[src/hdl/lav_pkg.sv]
// ----------------------------------------------------------------------------
// lav_pkg
// Shared types and constants of the look-at view matrix core: request and
// result payloads, the queued job format and the matrix handed to the emitter.
// ----------------------------------------------------------------------------
package lav_pkg;

    // default number of fraction bits of the fixed-point format
    localparam int LAV_FRAC_BITS = 16;

    // depth of the job queue between front and back
    localparam int LAV_Q_DEPTH = 2;

    // result group codes
    typedef enum logic [1:0] {
        GRP_X = 2'd0,
        GRP_Y = 2'd1,
        GRP_Z = 2'd2,
        GRP_C = 2'd3
    } t_lav_grp;

    // one request: eye, target and up, signed fixed point
    typedef struct packed {
        logic signed [31:0] eye_x;
        logic signed [31:0] eye_y;
        logic signed [31:0] eye_z;
        logic signed [31:0] target_x;
        logic signed [31:0] target_y;
        logic signed [31:0] target_z;
        logic signed [31:0] up_x;
        logic signed [31:0] up_y;
        logic signed [31:0] up_z;
    } t_lav_req;

    // one result group
    typedef struct packed {
        logic        [1:0]  group_index;
        logic signed [31:0] elem0;
        logic signed [31:0] elem1;
        logic signed [31:0] elem2;
        logic signed [31:0] elem3;
        logic               last_group;
        logic               degenerate;
    } t_lav_rsp;

    // classified job as queued for the back end
    typedef struct packed {
        logic signed [2:0][31:0] eye;
        logic signed [2:0][31:0] up;
        logic signed [2:0][32:0] dir;   // eye minus target, exact
        logic                    zdeg;  // eye equals target
    } t_lav_job;

    // finished matrix rows x, y, z: three axis elements and translation
    typedef struct packed {
        logic [2:0][3:0][31:0] rows;
        logic                  deg;
    } t_lav_mat;

endpackage

[src/hdl/lav_front.sv]
// ----------------------------------------------------------------------------
// lav_front
// Request stage: takes a request, forms the view direction eye minus target
// and flags the case where eye and target coincide.
// ----------------------------------------------------------------------------
module lav_front (
    input  logic                i_clk,
    input  logic                i_rst_n,
    input  logic                start,
    output logic                busy,
    input  lav_pkg::t_lav_req   i_req,
    input  logic                i_q_full,
    output logic                o_push,
    output lav_pkg::t_lav_job   o_job
);
    import lav_pkg::*;

    logic     r_valid;
    t_lav_job r_job;
    t_lav_job n_job;
    logic     accept;

    // classify the request
    always_comb begin
        n_job = '0;
        n_job.eye[0] = i_req.eye_x;
        n_job.eye[1] = i_req.eye_y;
        n_job.eye[2] = i_req.eye_z;
        n_job.up[0]  = i_req.up_x;
        n_job.up[1]  = i_req.up_y;
        n_job.up[2]  = i_req.up_z;
        n_job.dir[0] = {i_req.eye_x[31], i_req.eye_x} - {i_req.target_x[31], i_req.target_x};
        n_job.dir[1] = {i_req.eye_y[31], i_req.eye_y} - {i_req.target_y[31], i_req.target_y};
        n_job.dir[2] = {i_req.eye_z[31], i_req.eye_z} - {i_req.target_z[31], i_req.target_z};
        n_job.zdeg   = (i_req.eye_x == i_req.target_x) && (i_req.eye_y == i_req.target_y)
                       && (i_req.eye_z == i_req.target_z);
    end

    assign busy   = r_valid && i_q_full;
    assign accept = start && !busy;
    assign o_push = r_valid && !i_q_full;
    assign o_job  = r_job;

    // holding register in front of the queue
    always_ff @(posedge i_clk) begin
        if (!i_rst_n) begin
            r_valid <= 1'b0;
        end else if (accept) begin
            r_valid <= 1'b1;
        end else if (o_push) begin
            r_valid <= 1'b0;
        end
    end

    always_ff @(posedge i_clk) begin
        if (accept) begin
            r_job <= n_job;
        end
    end

endmodule

[config.mk]
export PLATFORM = sky130hd
export DESIGN_NAME = lav_front
export DESIGN_NICKNAME = d
export VERILOG_FILES = /design/src/hdl/lav_pkg.sv /design/src/hdl/lav_front.sv
export SDC_FILE = /design/constraint.sdc
export NUM_CORES = 1
export LEC_CHECK = 0
export BUFFER_PORTS_ARGS = -buffer_cell sky130_fd_sc_hd__buf_2
export CORE_AREA = 5 5 225 227
export DETAILED_ROUTE_END_ITERATION = 8
export DIE_AREA = 0 0 230 232
export GPL_ROUTABILITY_DRIVEN = 1
export SETUP_SLACK_MARGIN = 0.5
export SLEW_MARGIN = 5
export SYNTH_ARGS = -nofsm -noshare
export SYNTH_HDL_FRONTEND = slang
export SYNTH_SLANG_ARGS = --single-unit
[constraint.sdc]
create_clock -name i_clk -period 17.1 [get_ports i_clk]
set_clock_uncertainty 0.1 [all_clocks]
set_input_delay 0.855 -clock i_clk [delete_from_list [all_inputs] [get_ports i_clk]]
set_output_delay 0.855 -clock i_clk [all_outputs]
set_load 0.005 [all_outputs]
Word level (Yosys, flattened, before mapping)
Cells that the tools add are included.
Storage, ports and cells
  flip-flop bits (word level): 293
  input port bits: 292
  output and inout bits: 294
  logic and storage cells: 27
Operators by class
  add/subtract/negate cells: 3
  equality and inequality tests: 3
  multiplexer cells: 2
  reduce and logical (&&, ||, !) cells: 8
Operators by type and width (count)
  subtractor 32 x 32 -> 33 bit: 3
  == test 32 bit: 3
  logical AND 1 bit: 5
  logical NOT 1 bit: 2
  two-way mux 1 bit: 2
  nonzero test 2 bit: 1

Depth between registers and ports, before layout
  depth after elaboration: 4
  depth in mapped cells: 12

Worst setup path before layout
Ideal clock, no wire load.
  path type: input to register
  start point: input i_q_full
  end point: register r_job (netlist bit o_job[0]), enable pin
  library setup time: 986 ps
  arrival: 13912 ps
  required time: 16014 ps
  setup slack: 2102 ps
  stages on the path: 2
  buffers on the path: 0
  path through: and2_1 nor2b_1
On the way
  cells in the longest elaborated chain, start to end: 3
RTL lines
  start: declaration: line lav_front.sv:12  | input logic i_q_full,
  logical AND 1 bit: line lav_front.sv:39  | assign busy = r_valid && i_q_full;
  logical NOT 1 bit: line lav_front.sv:40  | assign accept = start && !busy;
  logical AND 1 bit: line lav_front.sv:40
  net accept: line lav_front.sv:21  | logic accept;
  end signal: assignment: line lav_front.sv:57  | r_job <= n_job;
  end: declaration: line lav_front.sv:19  | t_lav_job r_job;
The timed path passes the listed nets, and every way through them passes these cells.
A chain may end at the register's enable or synchronous reset.

==> metrics <==
Post-synth EDFFs around 290; commonest cells after routing, fill and taps aside buf_2 (585), edfxtp_1 (292), inv_1 (132); Port Buffers between 500 and 600; maxcap violations 0; FF+latch area a little under 9000 µm²; syn nets approximately 1500; Worst-path clk slew around 0.06 ns; standard-cell rows just over 80; Post-Syn Instances 1098; clock insertion delay at the later pin of the skew report around 0.53 ns; CP startpoint kind input pin; drt pass-1 iters 5; most common cell after layout, fill and taps aside buf_2; Remaining DRCs 0; Routed WL 49800 µm; Die H 232 µm; Synth Warn # 0; multi-input logic area around 4700 µm²; Num CTS Buffers 37; slew margin rel. 28.7%; final net count 2096; syn avg cell area ~13 µm²; initial DRC count 499; synth top area cells edfxtp_1 (62%), ha_1 (8.5%), inv_1 (3.5%); final period utilization around a fifth; post-synth cell types 70; Clock Path Buffers 3; flops & latches, synth 293; post-synth top area share 62.0%; Die ar. 53400 µm²; final setup vio count 0; Area Overhead vs Synth 34.5%; Routed wire per std cell ~21 µm; vias in the first global route ~11000; Final GP Congestion 0.865; CP max FO 4; ANT nets after route 0; post-cts resize count 0; Synth Flop Type edfxtp_1; status finished clean; Worst VDD drop roughly 0.000066 V; via count between 10000 and 15000; Overall Power between 2 and 2.5 mW; FFs w/ async S/R, synth 0%; Final Max Slew Viols 0; largest net degree at the start of global routing 79; Final Hold Viols 0; HPWL after DPL a little over 40000 µm; number of fill cells in the layout 4754; GR Util All Layers between 10% and 20%; H-tree levels 2; postcts setup bufs 0; WP data arrival roughly 3.8 ns; CP Data Required Time about 17 ns; Root Driver clkbuf_16; CTS tree yes; Core Region between 40000 and 50000 µm²; f_max about 0.28 GHz; cell taking the most area after synthesis edfxtp_1; Setup CP Type input pin to flip-flop; post-layout util around two fifths; RSZ-0062 raised after global routing no; GRT overflow 0; PD cells around 110 nW/µm²; initial antenna violation count 15; Worst Hold Class input pin to flip-flop; sequential share of the synthesized area between 60% and 70%; vias per inst approximately 4.7; CTS Hold Bufs 0; fin crit period 3.58 ns; Least-Margin Pin Slew 1.07 ns; setup_tns 0 ns; IO Count 586; clock sinks slightly below 300; Post-Syn Area ~14000 µm²; Initial Utilization approximately 29%; DIE WIDTH about 230 µm; Static Leak roughly 8.6 nW; first-pass GRT wire length approximately 70000 µm; share of cells above drive strength 1 roughly two fifths; CP endpoint kind flip-flop
==> area by class of cell <==
class | count | share of cell area, %
Sequential cell | 293 | 46.2
Multi-Input combinational cell | 652 | 24.9
Timing Repair Buffer | 589 | 15.5
Clock buffer | 43 | 4.98
Tap cell | 622 | 4.09
Inverter | 132 | 2.60
Clock inverter | 22 | 1.57
Antenna cell | 5 | 0.0658
==> worst max-delay path: stages <==
cell	delay, ns
buf_2	0.08
inv_1	0.05
ha_1	0.36
nand2_1	0.21
o21bai_1	0.31
a31oi_1	0.30
o311ai_1	0.18
or4_1	0.54
a21oi_1	0.29
nor4_1	0.14
o31ai_1	0.31
xor2_1	0.12
==> through the flow <==
step | instance area, µm² | hold slack, ns | cells | setup WS [ns]
3_5_place_dp | 17800 | 0.575 | 2288 | 12.98
3_3_place_gp | 17800 | 0.530 | 2288 | 13.00
2_1_floorplan | 14100 | 0.488 | 1098 | 2.10
6_report | 19000 | 0.388 | 2358 | 13.52
5_1_grt | 19000 | 0.352 | 2356 | 13.30
4_1_cts | 19000 | 0.348 | 2353 | 13.54
==> path summary, 6_finish.rpt <==
check | to | depth (start not counted) | slack, ns | startpoint
max | o_job[63]$_DFFE_PP_ | 12 | 13.52 | i_req[131]
min | o_job[172]$_DFFE_PP_ | 1 | 0.39 | i_req[8]
max reg2reg | o_job[33]$_DFFE_PP_ | 4 | 14.22 | r_valid$_SDFFE_PN0P_
min reg2reg | r_valid$_SDFFE_PN0P_ | 2 | 0.57 | r_valid$_SDFFE_PN0P_
==> flip-flops by register name (all words and copies together), names as in the netlist <==
signal / count
o_job: 292
r_valid: 1
==> cell usage after synthesis, types with 10 or more instances <==
cell type	instances
xnor2_1	52
a21oi_1	82
nand2_1	54
nand3_1	16
o21a_1	11
inv_1	132
o21bai_1	17
nor4_1	10
and3_1	10
nand4_1	22
clkbuf_1	16
o21ai_0	30
ha_1	96
nor3_1	14
nor2b_1	16
edfxtp_1	292
xor2_1	26
a21o_1	46
nor2_1	51
a31oi_1	10
==> cell families (layout without fill, tap and decap cells) <==
kind of cell / Yosys count / in the layout / share of synthesized area [%]
DFF: 293 / 293 / 62.1
and+or+nand+nor: 218 / 218 / 7.66
adders and majority gates: 99 / 99 / 8.92
AOI/OAI and AO/OA: 254 / 254 / 11.9
xor gates and xnor gates: 78 / 78 / 4.83
muxes: 3 / 3 / 0.221
other: 0 / 5 / 0
buffers and inverters: 153 / 786 / 4.38
==> layer usage <==
layer	track usage [%]	vias up	part of all wire, %
li1	-	5279	-
met1	19.2	5225	37
met3	6.52	90	8.8
met2	31.5	442	50
met5	0	-	0.20
met4	5.88	16	3.5
==> power by group <==
part	internal [mW]	switching (mW)
clock	0.504	0.312
sequential	0.871	0.0157
combinational	0.148	0.203
(Power assumes the default switching activity.)
