`config.mk`:
```
export PLATFORM = sky130hd
export DESIGN_NAME = lav_queue
export DESIGN_NICKNAME = d
export VERILOG_FILES = /design/src/hdl/lav_pkg.sv /design/src/hdl/lav_queue.sv
export SDC_FILE = /design/constraint.sdc
export NUM_CORES = 1
export LEC_CHECK = 0
export ABC_CLOCK_PERIOD_IN_PS = 49200
export BUFFER_PORTS_ARGS = -buffer_cell sky130_fd_sc_hd__buf_2
export CORE_AREA = 2 2 230 232
export CTS_CLUSTER_DIAMETER = 150
export CTS_CLUSTER_SIZE = 30
export DETAILED_ROUTE_END_ITERATION = 10
export DIE_AREA = 0 0 232 234
export GPL_ROUTABILITY_DRIVEN = 0
export GPL_TIMING_DRIVEN = 0
export PLACE_DENSITY = 0.66
export SKIP_CTS_REPAIR_TIMING = 1
export SYNTH_ARGS = -nofsm -noshare
export SYNTH_HDL_FRONTEND = slang
export SYNTH_SLANG_ARGS = --single-unit
```
`constraint.sdc`:
```
create_clock -name i_clk -period 49.2 [get_ports i_clk]
set_clock_uncertainty 0.15 [all_clocks]
set_input_delay 7.38 -clock i_clk [delete_from_list [all_inputs] [get_ports i_clk]]
set_output_delay 7.38 -clock i_clk [all_outputs]
set_load 0.01 [all_outputs]
```
`src/hdl/lav_pkg.sv`:
```
// ----------------------------------------------------------------------------
// lav_pkg
// Shared types and constants of the look-at view matrix core: request and
// result payloads, the queued job format and the matrix handed to the emitter.
// ----------------------------------------------------------------------------
package lav_pkg;

    // default number of fraction bits of the fixed-point format
    localparam int LAV_FRAC_BITS = 16;

    // depth of the job queue between front and back
    localparam int LAV_Q_DEPTH = 2;

    // result group codes
    typedef enum logic [1:0] {
        GRP_X = 2'd0,
        GRP_Y = 2'd1,
        GRP_Z = 2'd2,
        GRP_C = 2'd3
    } t_lav_grp;

    // one request: eye, target and up, signed fixed point
    typedef struct packed {
        logic signed [31:0] eye_x;
        logic signed [31:0] eye_y;
        logic signed [31:0] eye_z;
        logic signed [31:0] target_x;
        logic signed [31:0] target_y;
        logic signed [31:0] target_z;
        logic signed [31:0] up_x;
        logic signed [31:0] up_y;
        logic signed [31:0] up_z;
    } t_lav_req;

    // one result group
    typedef struct packed {
        logic        [1:0]  group_index;
        logic signed [31:0] elem0;
        logic signed [31:0] elem1;
        logic signed [31:0] elem2;
        logic signed [31:0] elem3;
        logic               last_group;
        logic               degenerate;
    } t_lav_rsp;

    // classified job as queued for the back end
    typedef struct packed {
        logic signed [2:0][31:0] eye;
        logic signed [2:0][31:0] up;
        logic signed [2:0][32:0] dir;   // eye minus target, exact
        logic                    zdeg;  // eye equals target
    } t_lav_job;

    // finished matrix rows x, y, z: three axis elements and translation
    typedef struct packed {
        logic [2:0][3:0][31:0] rows;
        logic                  deg;
    } t_lav_mat;

endpackage

```
`src/hdl/lav_queue.sv`:
```
// ----------------------------------------------------------------------------
// lav_queue
// Short job queue that lets the request stage and the back end stall
// independently.
// ----------------------------------------------------------------------------
module lav_queue (
    input  logic                i_clk,
    input  logic                i_rst_n,
    input  logic                i_push,
    input  lav_pkg::t_lav_job   i_job,
    output logic                o_full,
    input  logic                i_pop,
    output logic                o_valid,
    output lav_pkg::t_lav_job   o_job
);
    import lav_pkg::*;

    localparam int IW = (LAV_Q_DEPTH > 1) ? $clog2(LAV_Q_DEPTH) : 1;
    localparam int CW = $clog2(LAV_Q_DEPTH + 1);

    t_lav_job        r_mem [LAV_Q_DEPTH];
    logic [IW-1:0]   r_wp;
    logic [IW-1:0]   r_rp;
    logic [CW-1:0]   r_cnt;

    assign o_full  = (r_cnt == CW'(LAV_Q_DEPTH));
    assign o_valid = (r_cnt != '0);
    assign o_job   = r_mem[r_rp];

    // storage
    always_ff @(posedge i_clk) begin
        if (i_push) begin
            r_mem[r_wp] <= i_job;
        end
    end

    // pointers and fill count
    always_ff @(posedge i_clk) begin
        if (!i_rst_n) begin
            r_wp  <= '0;
            r_rp  <= '0;
            r_cnt <= '0;
        end else begin
            if (i_push) begin
                r_wp <= (r_wp == IW'(LAV_Q_DEPTH - 1)) ? '0 : r_wp + 1'b1;
            end
            if (i_pop) begin
                r_rp <= (r_rp == IW'(LAV_Q_DEPTH - 1)) ? '0 : r_rp + 1'b1;
            end
            r_cnt <= r_cnt + CW'(i_push) - CW'(i_pop);
        end
    end

    // no write into a full queue, no read from an empty one
    a_no_overflow: assert property (@(posedge i_clk) disable iff (!i_rst_n)
        o_full |-> !i_push)
        else $error("queue written while full");

    a_no_underflow: assert property (@(posedge i_clk) disable iff (!i_rst_n)
        !o_valid |-> !i_pop)
        else $error("queue read while empty");

endmodule

```
## After elaboration in Yosys (flattened, before gate mapping)

Memory sizes are Yosys's and may differ from the RTL's. A register that Yosys moved wholly into a read port is not among the register bits.
Cells that the tools add are included.
W data, S select, Z words.

| word-level totals | value |
|---|---|
| register bits | 4 |
| bits in writable memories | 584 |
| logic and storage cells | 16 |
| memories | 1 |

| operators by class | value |
|---|---|
| $add $sub $neg | 4 |
| eq/ne operators | 1 |
| muxes and demuxes | 6 |
| reductions and logical operators | 1 |

Memory list:

| name | depth | bits a word | rd ports | clocked after Yosys merged registers in | wr ports | line | text |
|---|---|---|---|---|---|---|---|
| r_mem | 2 | 292 | 1 | 1 | 1 | lav_queue.sv:21 | `t_lav_job r_mem [LAV_Q_DEPTH];` |

Operators with widths:

| cell | number |
|---|---|
| $mux W1 | 6 |
| $add A1 B1 Y1 const B | 2 |
| $add A2 B1 Y2 | 1 |
| $eq A2 B2 Y1 const B | 1 |
| $reduce_bool A2 Y1 | 1 |
| $sub A2 B1 Y2 | 1 |

## Depth between registers and ports, before layout

| depth | value |
|---|---|
| depth in word-level cells | 4 |
| depth in mapped cells | 6 |

## Worst setup path before layout

Ideal clock, no wire load.

| timing | value |
|---|---|
| path type | input to register |
| start point | input port i_push |
| end point | register r_wp |
| setup time | 0.118 ns |
| arrival | 20.904 ns |
| required time | 48.932 ns |
| slack | 28.028 ns |
| stages on the path | 2 |
| path buffers | 0 |
| cells stage by stage | nor2b_1 > o21a_1 |

RTL lines:

| element | line | text |
|---|---|---|
| from (decl) | lav_queue.sv:9 | `input logic i_push,` |
| to (signal assigned) | lav_queue.sv:45 | `r_wp <= (r_wp == IW'(LAV_Q_DEPTH - 1)) ? '0 : r_wp + 1'b1;` |
| to (decl) | lav_queue.sv:22 | `logic [IW-1:0] r_wp;` |

==> impl_metrics.py <==
metrics = {
    "sta": {
        "tightest_slew_ns": 0.444,
        "max_slew_margin_pct": 70.4,
        "fmax_ghz": 0.104,
        "min_period_over_period_pct": 19.5,
        "hold_viol": 0,
        "setup_viol": 0,
        "grt_setup_unrepaired": "false",
        "slew_violations": 0,
        "setup-tns-final_ns": 0,
        "finalCriticalPeriod_ns": 9.61,
    },
    "setup_path": {
        "cp_common_cell": "buf_6",
        "cp_top_family": "buffers and inverters",
        "worstPathArrival_ns": 2.08,
        "r2r-start": "r_wp",
        "crit_buf_inv": 3,
        "crit_fanout": 10,
        "timing.rr.end": "r_mem[0][75]",
        "critPathMaxStageDelay_ns": 0.49,
        "path_cells": "buf_6 -> buf_6 -> mux2_2 -> buf_2",
        "rrSetupSlack_ns": 47.06,
        "cp-end-kind": "primary output",
        "rr_worst_depth": 5,
        "worstSetupStartpointType": "flop",
        "crit_type": "flop to primary output",
        "slowest_stage": "dfxtp_1",
        "worstPathRequired_ns": 41.67,
    },
    "drt": {
        "drc_errors": 0,
        "drtIter0Drc": 463,
        "wl_um": 46700,
        "drtAntennaViolNets": 0,
        "via_per_inst": 4.78,
        "drt-pass1-iter-count": 5,
        "vias": 10800,
        "wl_per_cell_um": 20.7,
    },
    "synthesis": {
        "synth.avg_cell_area_um2": 23.0,
        "synth_top_family_by_area": "multiplexers",
        "ys_warn_count": 0,
        "synth.top_cell.area_share_pct": 81.9,
        "synth-seq-area-share_pct": 82.4,
        "synth_area_um2": 21400,
        "synth_area_leaders": "edfxtp_1 82%, mux2_2 15%, buf_6 1.6%",
        "yosysMostFrequentCell": "edfxtp_1",
        "synthXorXnorAreaFrac_pct": 0.146,
        "synth_mux_area_share_pct": 15.4,
        "ys_types": 13,
        "yosys-top-cells-count": "584 x edfxtp_1, 292 x mux2_2, 31 x buf_6, 5 x dfxtp_1",
        "synth_seq_cells": 589,
        "synth_compound_area_share_pct": 0.0351,
        "synth_fa_ha_area_share_pct": 0.117,
        "synthArstFlopShare_pct": 0,
        "yosysTopAreaCell": "edfxtp_1",
        "synth_edf_count": 584,
        "synthFlopType": "edfxtp_1",
        "synth_simple_gate_area_share_pct": 0.263,
        "netlist_instances": 929,
        "synth_nets": 1227,
    },
    "final_layout": {
        "final_area_um2": 26200,
        "drive_gt1_share_pct": 61.0,
        "area_growth_pct": 22.5,
        "nNetsFinal": 1857,
    },
    "power_and_ir_drop": {
        "p_sw_share_pct": 22.3,
        "pwr_density_cell_nw_per_um2": 35.6,
        "p_seq_share_pct": 62.6,
        "p_comb_share_pct": 13.3,
        "p_int_mw": 0.726,
        "power.total_mw": 0.934,
        "power_leakage_nw": 9.66,
        "vdd_drop_max_mv": 0.0311,
        "clkPwrFrac_pct": 24.1,
        "p_sw_mw": 0.208,
    },
    "cts": {
        "cts_tree": "built",
        "clkSinkCount": 589,
        "clk-insertion-delay-late_ns": 0.56,
        "clock_path_buffers": 3,
        "path_clk_slew_ns": 0.10,
        "root_buffer": "clkbuf_16",
        "h-tree-depth": 1,
        "cts_made_buffers": 23,
    },
    "hold_path": {
        "hold_depth": 2,
        "min_from": "r_rp",
        "hold_path_end": "r_rp",
        "hp-class": "flop to flop",
    },
    "placed_design": {
        "dp_hpwl_um": 34800,
        "portBuffers": 589,
        "placed_area_um2": 25600,
    },
    "die": {
        "dieArea_um2": 54300,
        "io-pin-count": 590,
        "rows": 84,
        "core-area_um2": 52000,
        "die_y_um": 234,
        "start_util_pct": 41.1,
        "die_w_um": 232,
    },
    "status": {
        "outcome": "complete, no violations",
    },
    "global_routing": {
        "first_global_vias": 11100,
        "grt_use_total_pct": 16.2,
        "antenna_found_initial": 19,
        "grt.overflow.total": 0,
        "grt_max_degree": 66,
        "grt_pass1_wl_um": 66100,
    },
    "run": {
        "drv_cap": 0,
    },
}
==> worst reg2reg max path, stage by stage (launching register included) <==
cell     delay, ns
dfxtp_1       0.36
nor2b_4       0.33
buf_12        0.27
buf_12        0.24
buf_12        0.24
buf_12        0.23
==> state kept, by name (all words and copies together), names as in the netlist, named ones only <==
signal  cells
r_mem     584
r_cnt       2
r_rp        1
r_wp        1
==> through the flow <==
step | cells | setup slack, ns | util [%] | hold slack [ns]
after global routing | 2260 | 39.46 | 50.4 | 0.493
after floorplan | 929 | 28.03 | - | 0.405
final | 2262 | 39.59 | 50.4 | 0.438
after detailed placement | 2222 | 39.85 | 49.2 | 0.423
after CTS | 2254 | 39.47 | 50.4 | 0.443
after global placement | 2206 | 20.34 | 48.5 | 0.417
==> cells in the final DEF, fill, tap and decap left out <==
cell type and count:
diode_2 8, clkinv_8 1, buf_12 10, xnor3_1 1, and2_4 1, and2_1 3
xor2_1 1, nor2b_4 1, buf_16 6, buf_6 31, ha_1 2, edfxtp_1 584
o21a_1 1, dfxtp_1 5, clkbuf_1 8, clkbuf_16 23, buf_2 590, inv_1 2
nor2b_1 3, mux2_2 292, or2_2 1
==> cells by family (layout without fill, tap and decap cells) <==
group,count (synthesis),count (layout)
DFF,589,589
muxes,292,292
buffers and inverters,34,671
and+or+nand+nor,9,9
adders and majority gates,2,2
xor gates and xnor gates,2,2
AOI/OAI and AO/OA,1,1
other,0,8
==> worst max path at each step <==
stage / startpoint / to / slack [ns] / cells after the start
final: flop / o_job[176] / 39.59 / 4
after global routing: flop / o_job[176] / 39.46 / 4
after CTS: flop / o_job[176] / 39.47 / 4
after detailed placement: i_push / r_mem[0][16] / 39.85 / 6
after global placement: i_push / r_wp / 20.34 / 3
after floorplan: i_push / r_wp / 28.03 / 2
==> final cells by class <==
| cell class | instances | area [µm²] |
|---|---|---|
| diodes | 8 | 20.0 |
| plain buffers | 32 | 354 |
| clock buffers | 31 | 606 |
| clock inverters | 1 | 16.3 |
| fillers | 4359 | 25800 |
| inverters | 2 | 7.51 |
| multi-input cells | 306 | 3420 |
| flip-flops and latches | 589 | 17600 |
| well taps | 688 | 861 |
| repair buffers | 605 | 3310 |
==> metal layers <==
layer  up-vias  share of wire (%)  GRT usage [%]
li1       4947                  -              -
met1      5369                 36           18.0
met2       396                 51           28.8
met3        71                 11           6.53
met4        22                2.1           4.61
met5         -               0.31              0
==> power groups by stage <==
stage | clock, mW | combinational [mW] | sequential (mW)
after floorplan | 0 | 0.0662 | 0.605
after global placement | 0 | 0.120 | 0.612
after detailed placement | 0 | 0.126 | 0.597
after CTS | 0.233 | 0.126 | 0.585
after global routing | 0.250 | 0.134 | 0.587
final | 0.225 | 0.124 | 0.585
(Power assumes the default switching activity.)
