[config.mk]
export PLATFORM = sky130hd
export DESIGN_NAME = lav_emit
export DESIGN_NICKNAME = d
export VERILOG_FILES = /design/src/hdl/lav_pkg.sv /design/src/hdl/lav_emit.sv
export SDC_FILE = /design/constraint.sdc
export NUM_CORES = 1
export LEC_CHECK = 0
export ABC_AREA = 0
export ABC_CLOCK_PERIOD_IN_PS = 14680
export BUFFER_PORTS_ARGS = -buffer_cell sky130_fd_sc_hd__buf_2
export CORE_MARGIN = 5
export CORE_UTILIZATION = 52
export DETAILED_ROUTE_END_ITERATION = 10
export MAX_ROUTING_LAYER = met4
export PLACE_DENSITY_LB_ADDON = 0.25
export SLEW_MARGIN = 20
export SYNTH_ARGS = -nofsm -noshare
export SYNTH_HDL_FRONTEND = slang
export SYNTH_SLANG_ARGS = --single-unit
[constraint.sdc]
create_clock -name i_clk -period 14.68 [get_ports i_clk]
set_clock_uncertainty 0.15 [all_clocks]
set_input_delay 1.468 -clock i_clk [delete_from_list [all_inputs] [get_ports i_clk]]
set_output_delay 1.468 -clock i_clk [all_outputs]
set_load 0.1 [all_outputs]
[src/hdl/lav_pkg.sv]
// ----------------------------------------------------------------------------
// lav_pkg
// Shared types and constants of the look-at view matrix core: request and
// result payloads, the queued job format and the matrix handed to the emitter.
// ----------------------------------------------------------------------------
package lav_pkg;

    // default number of fraction bits of the fixed-point format
    localparam int LAV_FRAC_BITS = 16;

    // depth of the job queue between front and back
    localparam int LAV_Q_DEPTH = 2;

    // result group codes
    typedef enum logic [1:0] {
        GRP_X = 2'd0,
        GRP_Y = 2'd1,
        GRP_Z = 2'd2,
        GRP_C = 2'd3
    } t_lav_grp;

    // one request: eye, target and up, signed fixed point
    typedef struct packed {
        logic signed [31:0] eye_x;
        logic signed [31:0] eye_y;
        logic signed [31:0] eye_z;
        logic signed [31:0] target_x;
        logic signed [31:0] target_y;
        logic signed [31:0] target_z;
        logic signed [31:0] up_x;
        logic signed [31:0] up_y;
        logic signed [31:0] up_z;
    } t_lav_req;

    // one result group
    typedef struct packed {
        logic        [1:0]  group_index;
        logic signed [31:0] elem0;
        logic signed [31:0] elem1;
        logic signed [31:0] elem2;
        logic signed [31:0] elem3;
        logic               last_group;
        logic               degenerate;
    } t_lav_rsp;

    // classified job as queued for the back end
    typedef struct packed {
        logic signed [2:0][31:0] eye;
        logic signed [2:0][31:0] up;
        logic signed [2:0][32:0] dir;   // eye minus target, exact
        logic                    zdeg;  // eye equals target
    } t_lav_job;

    // finished matrix rows x, y, z: three axis elements and translation
    typedef struct packed {
        logic [2:0][3:0][31:0] rows;
        logic                  deg;
    } t_lav_mat;

endpackage

[src/hdl/lav_emit.sv]
// ----------------------------------------------------------------------------
// lav_emit
// Result emitter: holds one finished matrix and sends its four rows on
// consecutive cycles while the back end works on the next job.
// ----------------------------------------------------------------------------
module lav_emit #(
    parameter int FRAC_BITS = lav_pkg::LAV_FRAC_BITS
) (
    input  logic                i_clk,
    input  logic                i_rst_n,
    input  logic                i_mat_valid,
    input  lav_pkg::t_lav_mat   i_mat,
    output logic                o_mat_ready,
    output logic                o_strobe,
    output lav_pkg::t_lav_rsp   o_result
);
    import lav_pkg::*;

    localparam logic [31:0] ONE = 32'(1) << FRAC_BITS;

    logic     r_busy;
    t_lav_grp r_grp;
    t_lav_mat r_mat;
    logic     load;
    t_lav_rsp n_result;

    assign o_mat_ready = !r_busy || (r_grp == GRP_C);
    assign load        = i_mat_valid && o_mat_ready;

    // row selection
    always_comb begin
        n_result             = '0;
        n_result.group_index = r_grp;
        n_result.degenerate  = r_mat.deg;
        unique case (r_grp)
            GRP_X, GRP_Y, GRP_Z: begin
                n_result.elem0 = r_mat.rows[r_grp][0];
                n_result.elem1 = r_mat.rows[r_grp][1];
                n_result.elem2 = r_mat.rows[r_grp][2];
                n_result.elem3 = r_mat.rows[r_grp][3];
            end
            default: begin
                n_result.elem3      = ONE;
                n_result.last_group = 1'b1;
            end
        endcase
    end

    // sequencing of the four rows
    always_ff @(posedge i_clk) begin
        if (!i_rst_n) begin
            r_busy   <= 1'b0;
            r_grp    <= GRP_X;
            o_strobe <= 1'b0;
        end else begin
            o_strobe <= r_busy;
            if (load) begin
                r_busy <= 1'b1;
                r_grp  <= GRP_X;
            end else if (r_busy) begin
                if (r_grp == GRP_C) begin
                    r_busy <= 1'b0;
                end else begin
                    r_grp <= t_lav_grp'(r_grp + 2'd1);
                end
            end
        end
    end

    always_ff @(posedge i_clk) begin
        if (load) begin
            r_mat <= i_mat;
        end
        o_result <= n_result;
    end

    // rows of one matrix leave on back-to-back cycles
    a_rows_back_to_back: assert property (@(posedge i_clk) disable iff (!i_rst_n)
        (r_busy && r_grp != GRP_C) |=> (o_strobe && r_busy))
        else $error("gap inside a result group sequence");

endmodule

### Yosys cells after proc, flatten, opt, wreduce, memory -nomap -nowiden

Index checks and enable logic that the tools add are counted.
Widths: inputs -> output; s select.

* $add $sub $neg: 1
* $lt $le $gt $ge: 1
* eq/ne operators: 3
* muxes and demuxes: 6
* bitwise logic cells: 2
* reduce and logical (&&, ||, !) cells: 7

Operators with widths (count)
* $bmux 128 s2: 1
* $mux 128: 1
* $eq 2x2->1 const B: 2
* $mux 1: 4
* $lt 2x3->1 const B: 1
* $reduce_or 3->1: 1
* $add 2x1->2 const B: 1
* $eq 2x1->1 const B: 1
* $logic_not 2->1: 1
* $not 1->1: 2
* $reduce_and 2->1: 1
* $reduce_or 2->1: 1
* $logic_and 1x1->1: 1
* $logic_not 1->1: 1
* $logic_or 1x1->1: 1

* bits in registers: 521
* output and inout port bits: 134
* word-level logic and storage cells: 43

### Longest topological paths before layout

* depth after elaboration: 4
* depth in mapped cells: 6

### Least setup slack after synthesis

OpenSTA, ideal clock, no wires.

* kind: input -> register
* from: input port i_mat_valid
* to: register r_mat (netlist bit n_result[0]), enable pin
* library setup time: 0.795 ns
* arrival time: 10.129 ns
* slack: 3.606 ns
* cell stages on the path: 1
* cells stage by stage: and2_1

* longest elaborated chain between the ends: 1

RTL lines
* start, declared: RTL line lav_emit.sv:11 `input logic i_mat_valid,`
* $logic_and 1x1->1: RTL line lav_emit.sv:28 `assign load = i_mat_valid && o_mat_ready;`
* end signal, assigned: RTL line lav_emit.sv:72 `r_mat <= i_mat;`
* end, declared: RTL line lav_emit.sv:23 `t_lav_mat r_mat;`

Every way passes these cells.
A chain may end at the register's enable or synchronous reset.

### Worst setup path in the final report

* from: register r_grp[1]
* to: output port o_mat_ready

* longest elaborated chain between the ends: 2

RTL lines
* start, declared: RTL line lav_emit.sv:22 `t_lav_grp r_grp;`
* start signal, assigned: RTL line lav_emit.sv:64 `r_grp <= t_lav_grp'(r_grp + 2'd1);`
* $eq 2x2->1: RTL line lav_emit.sv:27 `assign o_mat_ready = !r_busy || (r_grp == GRP_C);`
* $logic_or 1x1->1: RTL line lav_emit.sv:27
* end, declared: RTL line lav_emit.sv:13 `output logic o_mat_ready,`

Every way passes these cells.

==> summary.txt <==
Status
  • Status: finished clean

Clocking
  • Clock latency on the worst-skew pair: roughly 0.58 ns
  • Largest buffer count on any clock path: 3
  • Clock Tree Root: clkbuf_16
  • # Post-CTS Setup Buffers: 0
  • H-tree levels: 2
  • CTS Hold Bufs: 0
  • Clock sinks: between 500 and 600
  • Worst-path clk slew: roughly 0.060 ns
  • CTS tree: done
  • CTS buffer count: 53
  • Cts repair resizes: 0

Logic synthesis
  • Mapped Nets: around 1500
  • Avg Cell Area, Syn: 17.0 um2
  • Synth cell types: 24
  • Synthesis-stage register bit count: 521
  • Mapped cell area: between 0.015 and 0.02 mm2
  • Cells after Synth: around 1100
  • YS warnings: 0
  • Part of the Yosys area used for sequential elements: 74.3%

Route
  • Routed wire length: 45.6 mm
  • Via Count: 11200
  • Drt wl/cell: about 21 um
  • Pre-antenna DRT Iters: 4
  • DR vias/cell: around 5.2
  • Drt initial violations: around 670
  • Post-route ant nets: 0
  • Drc violations: 0

Placement
  • Placed Area: approximately 0.022 mm2
  • Final estimated routing congestion in global placement: 0.828
  • Detailed placement HPWL: between 30 and 40 mm
  • Port bufs: 521

Final layout
  • Multi-input gate area: about 0.0043 mm2
  • Final #Nets: between 2000 and 2500
  • Syn-to-layout area delta: 23.1%
  • Sequential cell area: approximately 0.014 mm2
  • Fillers: 2635
  • Share of layout cells above drive strength 1: 48.6%
  • Post-route cell area: 0.0237 mm2

Setup path
  • CP endpoint kind: primary output
  • CP max-delay cell: dfxtp_4
  • Delay-heaviest family, CP: flip-flops
  • Worst Path Buf+Inv: 2
  • Req. time, crit path: between 10 and 15 ns
  • Crit Path Class: flop to primary output
  • Worst-path fanout max: 76
  • Critical Path AT: 3.09 ns
  • CP peak stage delay: about 0.96 ns
  • Startpoint Class: flop
  • CP Cell Sequence: ha_4 -> nor2b_1 -> inv_1 -> buf_2

Timing
  • # setup viols final: 0
  • Slew @ Worst Pin: roughly 1.1 ns
  • Max Transition Viols Final: 0
  • Setup TNS: 0 ns
  • Slew headroom: 26.0%
  • Highest clock rate: ~210 MHz
  • Crit share post-route: between 30% and 40%
  • RSZ-0062 raised after global routing: false
  • Final hold vios: 0
  • Minimum clock period after layout: roughly 4.7 ns

Die
  • Die width: between 200 and 250 um
  • Die height: between 200 and 250 um
  • Num ports: approximately 520
  • Core area: about 0.037 mm2
  • Initial core utilization: between 50% and 60%
  • Site Rows: 70
  • Die area: around 0.041 mm2

Run
  • Max-cap violations: 0

Global route
  • Total gr overflow: 0
  • Total track usage: a little over a fifth
  • Initial antenna violation count: 22
  • Largest net degree at the start of global routing: approximately 170
  • First-pass GRT wire length: 66.8 mm
  • Number of global-route vias before repair: roughly 12000

Power
  • P per Cell Area: 155 mW/mm2
  • Static leakage: a little over 0.009 uW
  • Worst vdd ir: 0.125 mV

Worst hold path
  • Worst Hold Class: flop to flop
[metrics by stage]
| stage | hold WS [ns] | util (%) | total power, uW | setup WS, ns | cells |
|---|---|---|---|---|---|
| floorplan | 0.173 | - | 2280 | 3.61 | 1130 |
| global placement | 0.175 | 60.0 | 2390 | 10.32 | 2046 |
| detailed placement | 0.180 | 60.0 | 2400 | 10.27 | 2046 |
| CTS | 0.194 | 64.7 | 3710 | 9.88 | 2144 |
| global route | 0.214 | 64.8 | 3810 | 9.80 | 2166 |
| finish | 0.193 | 64.8 | 3680 | 9.97 | 2167 |
[cells in the final DEF, fill, tap and decap left out, drive strengths merged]
cell type / instances
a211oi: 254
nand2: 128
ha: 1
a21boi: 1
edfxtp: 385
nor2: 1
diode: 23
clkbuf: 74
clkinv: 16
o21a: 2
bufinv: 5
nor3: 1
buf: 533
o21ai: 1
nor2b: 128
nand3b: 1
inv: 3
mux2i: 1
dfxtp: 136
and2: 2
a31oi: 1
clkinvlp: 2
[synth_stat cells]
cell type | count | area [um2]
a211oi_1 | 52 | 390
buf_12 | 11 | 220
ha_1 | 1 | 12.5
nand3b_1 | 1 | 7.51
buf_4 | 3 | 22.5
nor2_1 | 1 | 3.75
clkbuf_4 | 10 | 75.1
edfxtp_1 | 385 | 11600
clkbuf_1 | 15 | 56.3
nand2_1 | 128 | 480
buf_6 | 8 | 90.1
and2_1 | 2 | 12.5
mux2i_1 | 1 | 10.0
a31oi_1 | 1 | 6.26
o21a_1 | 2 | 15.0
o21ai_0 | 1 | 5.00
buf_2 | 38 | 190
inv_1 | 1 | 3.75
a211oi_2 | 202 | 2530
a21boi_0 | 1 | 7.51
nor2b_1 | 128 | 801
inv_2 | 1 | 3.75
dfxtp_1 | 136 | 2720
nor3_1 | 1 | 5.00
[logic make-up after synthesis]
logic type                 share of synthesized area (%)
AOI/OAI and AO/OA                                   15.3
buffers and inverters                               3.44
and+or+nand+nor                                     6.81
DFF                                                 74.3
muxes                                             0.0521
adders and majority gates                         0.0651
[final timing paths]
check	startpoint	endpoint	slack, ns	cells past startpoint
worst min-delay path	n_result[0]	o_result[0]	0.19	0
worst max register to register	r_grp[1]	r_mat[348]	10.27	5
worst max-delay path	r_grp[1]	o_mat_ready	9.97	4
worst min register to register	n_result[0]	o_result[0]	0.19	0
[sequential cells by signal (all words and copies together), names as in the netlist]
signal	cells
r_mat	384
o_result	132
r_busy	1
r_grp	2
o_strobe	1
n_result	1
[cell type report]
class	instances	area share, %
Sequential cell	521	60.4
Tap cell	468	2.47
Timing Repair Buffer	533	11.4
Antenna cell	23	0.243
Inverter	2	0.0423
Clock buffer	74	6.20
Clock inverter	24	1.05
Multi-Input combinational cell	522	18.2
[power breakdown]
part           switching [uW]  leakage (uW)  internal (uW)
logic                     484       0.00343            140
clock network             534      0.000834            784
registers                35.8       0.00482           1700
[metal layers]
| metal | share of wire (%) | vias to the layer above | global-route usage (%) |
|---|---|---|---|
| li1 | - | 5312 | - |
| met2 | 52 | 419 | 36.9 |
| met3 | 8.3 | 93 | 6.88 |
| met4 | 3.1 | 0 | 9.07 |
| met5 | 0 | - | - |
| met1 | 37 | 5353 | 24.5 |
Power figures use the tool's default switching activity.
